==> src/rtl/core/glu_pkg.sv <==
// ----------------------------------------------------------------------------
// glu_pkg
// shared width, datapath op codes, controller states and status bundle
// ----------------------------------------------------------------------------
package glu_pkg;

  localparam int DATA_WIDTH = 32;
  localparam int CNT_W      = $clog2(DATA_WIDTH);

  typedef enum logic [3:0] {
    DP_NOP,
    DP_LOAD,           // capture operands, form magnitudes
    DP_SET_G_X,        // gcd is x
    DP_SET_G_Y,        // gcd is y
    DP_START_YX,       // start y mod x
    DP_WB_Y_START_XY,  // y = remainder, start x mod y
    DP_WB_X_START_YX,  // x = remainder, start y mod x
    DP_START_AG,       // start |a| / g
    DP_STEP,           // one restoring division step
    DP_OUT_G,
    DP_OUT_ZERO,
    DP_OUT_MUL
  } dp_op_t;

  typedef struct packed {
    dp_op_t op;
  } dp_cmd_t;

  typedef struct packed {
    logic x_zero;
    logic rem_zero;
    logic g_zero;
    logic div_last;
  } dp_status_t;

  typedef enum logic [3:0] {
    ST_IDLE,
    ST_FIRST,
    ST_MOD_Y,
    ST_CHK_Y,
    ST_MOD_X,
    ST_CHK_X,
    ST_FINISH,
    ST_DIV_Q,
    ST_MUL,
    ST_DONE
  } state_t;

endpackage

==> src/rtl/core/glu_datapath.sv <==
// ----------------------------------------------------------------------------
// glu_datapath
// operand registers, bit-serial restoring divider and the lcm multiplier
// ----------------------------------------------------------------------------
module glu_datapath (
  input  logic                                 clk,
  input  glu_pkg::dp_cmd_t                     cmd,
  input  logic signed [glu_pkg::DATA_WIDTH-1:0] in_operand_a,
  input  logic signed [glu_pkg::DATA_WIDTH-1:0] in_operand_b,
  output glu_pkg::dp_status_t                  status,
  output logic signed [glu_pkg::DATA_WIDTH-1:0] out_result
);
  import glu_pkg::*;

  logic [DATA_WIDTH-1:0] amag_r, amag_nxt;
  logic [DATA_WIDTH-1:0] badj_r, badj_nxt;
  logic [DATA_WIDTH-1:0] x_r, x_nxt;
  logic [DATA_WIDTH-1:0] y_r, y_nxt;
  logic [DATA_WIDTH-1:0] g_r, g_nxt;
  logic [DATA_WIDTH-1:0] rem_r, rem_nxt;
  logic [DATA_WIDTH-1:0] quo_r, quo_nxt;
  logic [DATA_WIDTH-1:0] den_r, den_nxt;
  logic [CNT_W-1:0]      cnt_r, cnt_nxt;
  logic [DATA_WIDTH-1:0] result_r, result_nxt;

  logic [DATA_WIDTH-1:0] a_u, b_u, a_mag, b_mag;
  logic [DATA_WIDTH:0]   shifted;
  logic                  ge;

  assign a_u   = DATA_WIDTH'(in_operand_a);
  assign b_u   = DATA_WIDTH'(in_operand_b);
  // most negative value yields its own pattern, read unsigned as 2^(w-1)
  assign a_mag = a_u[DATA_WIDTH-1] ? (~a_u + 1'b1) : a_u;
  assign b_mag = b_u[DATA_WIDTH-1] ? (~b_u + 1'b1) : b_u;

  assign shifted = {rem_r, quo_r[DATA_WIDTH-1]};
  assign ge      = shifted >= {1'b0, den_r};

  always_comb begin
    amag_nxt   = amag_r;
    badj_nxt   = badj_r;
    x_nxt      = x_r;
    y_nxt      = y_r;
    g_nxt      = g_r;
    rem_nxt    = rem_r;
    quo_nxt    = quo_r;
    den_nxt    = den_r;
    cnt_nxt    = cnt_r;
    result_nxt = result_r;
    unique case (cmd.op)
      DP_NOP: begin
      end
      DP_LOAD: begin
        amag_nxt = a_mag;
        // sign of a folded into b, so the product carries both signs
        badj_nxt = a_u[DATA_WIDTH-1] ? (~b_u + 1'b1) : b_u;
        x_nxt    = a_mag;
        y_nxt    = b_mag;
      end
      DP_SET_G_X: g_nxt = x_r;
      DP_SET_G_Y: g_nxt = y_r;
      DP_START_YX: begin
        rem_nxt = '0;
        quo_nxt = y_r;
        den_nxt = x_r;
        cnt_nxt = '0;
      end
      DP_WB_Y_START_XY: begin
        y_nxt   = rem_r;
        rem_nxt = '0;
        quo_nxt = x_r;
        den_nxt = rem_r;
        cnt_nxt = '0;
      end
      DP_WB_X_START_YX: begin
        x_nxt   = rem_r;
        rem_nxt = '0;
        quo_nxt = y_r;
        den_nxt = rem_r;
        cnt_nxt = '0;
      end
      DP_START_AG: begin
        rem_nxt = '0;
        quo_nxt = amag_r;
        den_nxt = g_r;
        cnt_nxt = '0;
      end
      DP_STEP: begin
        rem_nxt = ge ? DATA_WIDTH'(shifted - {1'b0, den_r}) : shifted[DATA_WIDTH-1:0];
        quo_nxt = {quo_r[DATA_WIDTH-2:0], ge};
        cnt_nxt = cnt_r + 1'b1;
      end
      DP_OUT_G:    result_nxt = g_r;
      DP_OUT_ZERO: result_nxt = '0;
      DP_OUT_MUL:  result_nxt = quo_r * badj_r;  // low word only, wraps
      default: begin
      end
    endcase
  end

  always_ff @(posedge clk) begin
    amag_r   <= amag_nxt;
    badj_r   <= badj_nxt;
    x_r      <= x_nxt;
    y_r      <= y_nxt;
    g_r      <= g_nxt;
    rem_r    <= rem_nxt;
    quo_r    <= quo_nxt;
    den_r    <= den_nxt;
    cnt_r    <= cnt_nxt;
    result_r <= result_nxt;
  end

  assign status.x_zero   = (x_r == '0);
  assign status.rem_zero = (rem_r == '0);
  assign status.g_zero   = (g_r == '0);
  assign status.div_last = (cnt_r == CNT_W'(DATA_WIDTH - 1));
  assign out_result      = result_r;

endmodule

==> src/rtl/core/glu_ctrl.sv <==
// ----------------------------------------------------------------------------
// glu_ctrl
// sequencer for euclid's loop, the lcm divide and the result strobe
// ----------------------------------------------------------------------------
module glu_ctrl (
  input  logic                clk,
  input  logic                rst_n,
  input  logic                start,
  input  logic                in_command,
  input  glu_pkg::dp_status_t status,
  output glu_pkg::dp_cmd_t    cmd,
  output logic                busy,
  output logic                out_valid
);
  import glu_pkg::*;

  state_t state_r, state_nxt;
  logic   lcm_r, lcm_nxt;
  logic   accept;

  assign accept  = start && !busy;
  assign lcm_nxt = accept ? in_command : lcm_r;

  always_ff @(posedge clk) begin
    if (!rst_n) begin
      state_r <= ST_IDLE;
      lcm_r   <= 1'b0;
    end else begin
      state_r <= state_nxt;
      lcm_r   <= lcm_nxt;
    end
  end

  // next state
  always_comb begin
    state_nxt = state_r;
    unique case (state_r)
      ST_IDLE, ST_DONE: begin
        state_nxt = accept ? ST_FIRST : ST_IDLE;
      end
      ST_FIRST:  state_nxt = status.x_zero ? ST_FINISH : ST_MOD_Y;
      ST_MOD_Y:  if (status.div_last) state_nxt = ST_CHK_Y;
      ST_CHK_Y:  state_nxt = status.rem_zero ? ST_FINISH : ST_MOD_X;
      ST_MOD_X:  if (status.div_last) state_nxt = ST_CHK_X;
      ST_CHK_X:  state_nxt = status.rem_zero ? ST_FINISH : ST_MOD_Y;
      ST_FINISH: begin
        if (lcm_r && !status.g_zero) state_nxt = ST_DIV_Q;
        else                         state_nxt = ST_DONE;
      end
      ST_DIV_Q:  if (status.div_last) state_nxt = ST_MUL;
      ST_MUL:    state_nxt = ST_DONE;
      default:   state_nxt = ST_IDLE;
    endcase
  end

  // outputs
  always_comb begin
    cmd.op    = DP_NOP;
    busy      = 1'b1;
    out_valid = 1'b0;
    unique case (state_r)
      ST_IDLE, ST_DONE: begin
        busy      = 1'b0;
        out_valid = (state_r == ST_DONE);
        if (start) cmd.op = DP_LOAD;
      end
      ST_FIRST:  cmd.op = status.x_zero ? DP_SET_G_Y : DP_START_YX;
      ST_MOD_Y:  cmd.op = DP_STEP;
      // remainder of y mod x now in the divider
      ST_CHK_Y:  cmd.op = status.rem_zero ? DP_SET_G_X : DP_WB_Y_START_XY;
      ST_MOD_X:  cmd.op = DP_STEP;
      ST_CHK_X:  cmd.op = status.rem_zero ? DP_SET_G_Y : DP_WB_X_START_YX;
      ST_FINISH: begin
        if (!lcm_r)             cmd.op = DP_OUT_G;
        else if (status.g_zero) cmd.op = DP_OUT_ZERO;
        else                    cmd.op = DP_START_AG;
      end
      ST_DIV_Q:  cmd.op = DP_STEP;
      ST_MUL:    cmd.op = DP_OUT_MUL;
      default: begin
        cmd.op = DP_NOP;
      end
    endcase
  end

endmodule

==> src/rtl/core/gcd_lcm_unit.sv <==
// ----------------------------------------------------------------------------
// gcd_lcm_unit
// gcd or lcm of two signed operands: euclid on magnitudes, then (a/g)*b
// ----------------------------------------------------------------------------
// sequence from start to strobe: load, euclid's remainder steps on the magnitudes,
//   then for lcm when the gcd is nonzero the divide |a|/g and the multiply
// each remainder or quotient is formed in the one bit-serial divider
// a new start is not taken while busy; one is taken in the strobe cycle
// the strobe lasts one cycle, the receiver cannot stall
// reset: synchronous active-low rst_n returns the sequencer to idle
module gcd_lcm_unit (
  input  logic                                 clk,
  input  logic                                 rst_n,
  input  logic                                 start,
  output logic                                 busy,
  input  logic                                 in_command,
  input  logic signed [glu_pkg::DATA_WIDTH-1:0] in_operand_a,
  input  logic signed [glu_pkg::DATA_WIDTH-1:0] in_operand_b,
  output logic                                 out_valid,
  output logic signed [glu_pkg::DATA_WIDTH-1:0] out_result
);
  import glu_pkg::*;

  dp_cmd_t    cmd;
  dp_status_t status;

  glu_ctrl u_ctrl (
    .clk        (clk),
    .rst_n      (rst_n),
    .start      (start),
    .in_command (in_command),
    .status     (status),
    .cmd        (cmd),
    .busy       (busy),
    .out_valid  (out_valid)
  );

  glu_datapath u_datapath (
    .clk          (clk),
    .cmd          (cmd),
    .in_operand_a (in_operand_a),
    .in_operand_b (in_operand_b),
    .status       (status),
    .out_result   (out_result)
  );

endmodule

==> config.mk <==
export PLATFORM = sky130hd
export DESIGN_NAME = gcd_lcm_unit
export DESIGN_NICKNAME = d
export VERILOG_FILES = /design/src/rtl/core/glu_pkg.sv /design/src/rtl/core/glu_datapath.sv /design/src/rtl/core/glu_ctrl.sv /design/src/rtl/core/gcd_lcm_unit.sv
export SDC_FILE = /design/constraint.sdc
export NUM_CORES = 2
export LEC_CHECK = 0
export BUFFER_PORTS_ARGS = -buffer_cell sky130_fd_sc_hd__buf_2
export CORE_MARGIN = 1.5
export CORE_UTILIZATION = 58
export DETAILED_ROUTE_END_ITERATION = 10
export PLACE_DENSITY = 0.85
export REMOVE_ABC_BUFFERS = 1
export SETUP_SLACK_MARGIN = 0.4
export SYNTH_ARGS = -nofsm -noshare
export SYNTH_HDL_FRONTEND = slang
export SYNTH_SLANG_ARGS = --single-unit
==> constraint.sdc <==
create_clock -name clk -period 6.6 [get_ports clk]
set_input_delay 0.33 -clock clk [delete_from_list [all_inputs] [get_ports clk]]
set_output_delay 0.33 -clock clk [all_outputs]
set_load 0.01 [all_outputs]
==> metrics <==
violated checks=setup timing; fill count=~3700; R2R Path End=u_datapath.out_result[30]$_DFFE_PP_; final hold violation count=0; Mapped Cells=3167; Synth Register Bits=298; CTS tree=built; crit path max fanout=5; Crit Path Class=register to register; vias per cell=6.13; global-route met2 utilization=0.536; met1 Resource Use GR=0.437; final core utilization=0.677; most common cell after layout, fill and taps aside=nand2_1; total wire length=94.9 mm; Primary FF master, synth=edfxtp_1; clk sinks=298; FF-to-FF Start=u_datapath.quo_r[11]$_DFFE_PP_; RSZ-0062 raised after global routing=yes; Worst Hold Launch=in_command; most frequent cells in the layout=435 x nand2_1, 426 x inv_1, 386 x fa_1; Worst-Margin Slew=1.35 ns; Min-Delay Path Class=input port to register; Worst Slack Setup Final=-0.397 ns; final setup fails=11; die width=237 um; share of layout cells above drive strength 1=0.181; Worst Setup End Kind=register; Crit path top cell by count=fa_2; Synth async-reset ratio=0; Startpoint Class=register; depth of the worst register-to-register path=21; Initial Util=0.589; register area share after synthesis=0.280; multi-input combinational cell area=21300 um^2; hold depth=3; distinct cell type count after synthesis=75; CP cell instances=buf_4 > buf_4 > and2_4 > fa_2 > inv_1 > fa_2 > fa_2 > fa_1 > inv_1 > fa_1 > ha_1 > fa_1 > fa_2 > ha_4 > and3_4 > nand4_1 > o311ai_4 > a21oi_2 > o211a_1 > o2111a_1 > a221o_1; Mapped Area=31800 um^2; first-pass GRT wire length=around 150 mm; initial drt markers=3227; Min Clock Period, post-route=approximately 7.0 ns; critical path's slowest cell=fa_1; HPWL after DPL=71.0 mm; Crit path buffers/inverters=4; flop2flop setup slack=-0.40 ns; Clock Pin Slew Worst Setup and Hold Paths=about 0.06 ns; critical path required time=6.91 ns; CTS buffer count=35; Min Hold Slack=0.0156 ns; WL/cell=23.0 um; H-Tree Depth=2; NumNets Final=4033; Antenna Cells=0; largest net degree at the start of global routing=66; Yosys warnings=0; CP delay by family, top=adder cells; Rel. slew slack=0.0982; Area growth, synth to finish=15.0%; Avg Cell Area, Syn=10.0 um^2; port bufs=101; Final ANT Viol Nets=0; gr ovfl total=0; Post-synth EDFFs=between 200 and 300; fin crit share=1.06; Min-Delay Endpoint=u_ctrl.lcm_r$_SDFFE_PN0P_; Worst Path Arrival=about 7.3 ns; setup slack after placement=-0.707 ns; Final Max Tran Viols=0; GRT Util Overall=0.339; vias in the first global route=26070; initial antenna violation count=2; Max stage delay on crit path=0.54 ns; Die ar.=56300 um^2; top cells by area, synth=edfxtp_1 28%, fa_1 26%, ha_1 6.3%; DR vias=25231; Yosys top cell by area=edfxtp_1; met3 Use GR=0.0900; GRT busiest layer=met2; Synth top area share=0.276; Core Area=54000 um^2; GPL Wtd Cong=0.993; status=complete, but fails checks; DRC=0; max_cap viols=0; deepest clock path buffer count=3; DRT Pass-1 Iters=8; register area=8900 um^2; clk_lat worst skew=0.58 ns; FP Rows=85; fmax=~0.14 GHz; Fin Clk Skew=0.0319 ns; die height=around 240 um; clock root cell=clkbuf_16; IO Count=102
==> routing by layer <==
metal / vias to the layer above / share of wire
li1: 10838 / -
met1: 12384 / 0.36
met2: 1668 / 0.46
met3: 337 / 0.13
met4: 4 / 0.054
met5: - / 0.00016
==> sequential cells by signal, summed over array words and instances (netlist names), 5 cells and up <==
register               cells
u_datapath.amag_r         32
u_datapath.badj_r         32
u_datapath.den_r          32
u_datapath.g_r            32
u_datapath.out_result     32
u_datapath.quo_r          32
u_datapath.rem_r          32
u_datapath.x_r            32
u_datapath.y_r            32
u_datapath.cnt_r           5
==> cell usage after synthesis, types with 57 or more instances <==
cell / count
a21oi_1: 95
and2_1: 311
clkbuf_1: 151
edfxtp_1: 293
fa_1: 409
ha_1: 160
inv_1: 436
mux2_2: 63
nand2_1: 435
nor2_1: 110
o21ai_0: 65
xnor2_1: 145
xor2_1: 57
==> worst min-delay path: stages <==
cell      delay [ns]
buf_2           0.11
nand2_1         0.04
a21boi_0        0.06
==> metrics by stage <==
stage	TNS, ns	instances	area (um^2)
2_1_floorplan	-244.89	3000	31200
3_3_place_gp	-3.33	4013	34400
3_5_place_dp	-5.66	4013	34400
4_1_cts	-1.55	4106	36300
5_1_grt	-4.56	4118	36600
6_report	-2.65	4118	36600
==> final cells by class <==
cell class	count	area share
Clock buffer	44	0.0257
Clock inverter	19	0.00486
Inverter	437	0.0448
Multi-Input combinational cell	2265	0.583
Sequential cell	298	0.243
Tap cell	696	0.0238
Timing Repair Buffer	359	0.0749
==> how the worst max path moves through the flow <==
stage,cells after the start,start,to,slack [ns]
floorplan,4,u_ctrl.state_r[1]$_SDFFE_PN0P_,u_datapath.den_r[0]$_DFFE_PP_,-3.31
global placement,20,u_datapath.badj_r[2]$_DFFE_PP_,u_datapath.out_result[30]$_DFFE_PP_,-0.53
detailed placement,20,u_datapath.badj_r[2]$_DFFE_PP_,u_datapath.out_result[30]$_DFFE_PP_,-0.71
CTS,23,u_datapath.quo_r[11]$_DFFE_PP_,u_datapath.out_result[29]$_DFFE_PP_,-0.23
global route,21,u_datapath.quo_r[11]$_DFFE_PP_,u_datapath.out_result[30]$_DFFE_PP_,-0.50
finish,21,u_datapath.quo_r[11]$_DFFE_PP_,u_datapath.out_result[30]$_DFFE_PP_,-0.40
==> what timing repair did <==
item | in CTS | in global routing
pin swaps | 80 | 51
hold buffers | 0 | 0
buffers inserted | 29 | 12
gates cloned | 1 | 0
gates resized for setup | 120 | 54
setup endpoints to repair | 19 | 21
==> cells by family (layout without fill, tap and decap cells) <==
logic type,count (synthesis),count (layout),share of synthesized area
adders and majority gates,570,570,0.321
xor gates and xnor gates,202,202,0.0556
AOI/OAI and AO/OA,380,380,0.0821
muxes,87,87,0.0300
buffers and inverters,604,859,0.0723
DFF,298,298,0.280
and+or+nand+nor,1026,1026,0.160
Power is left out: the tool's default activity adds up to more than one toggle a clock period on the data nets, which glitch-free logic cannot reach.
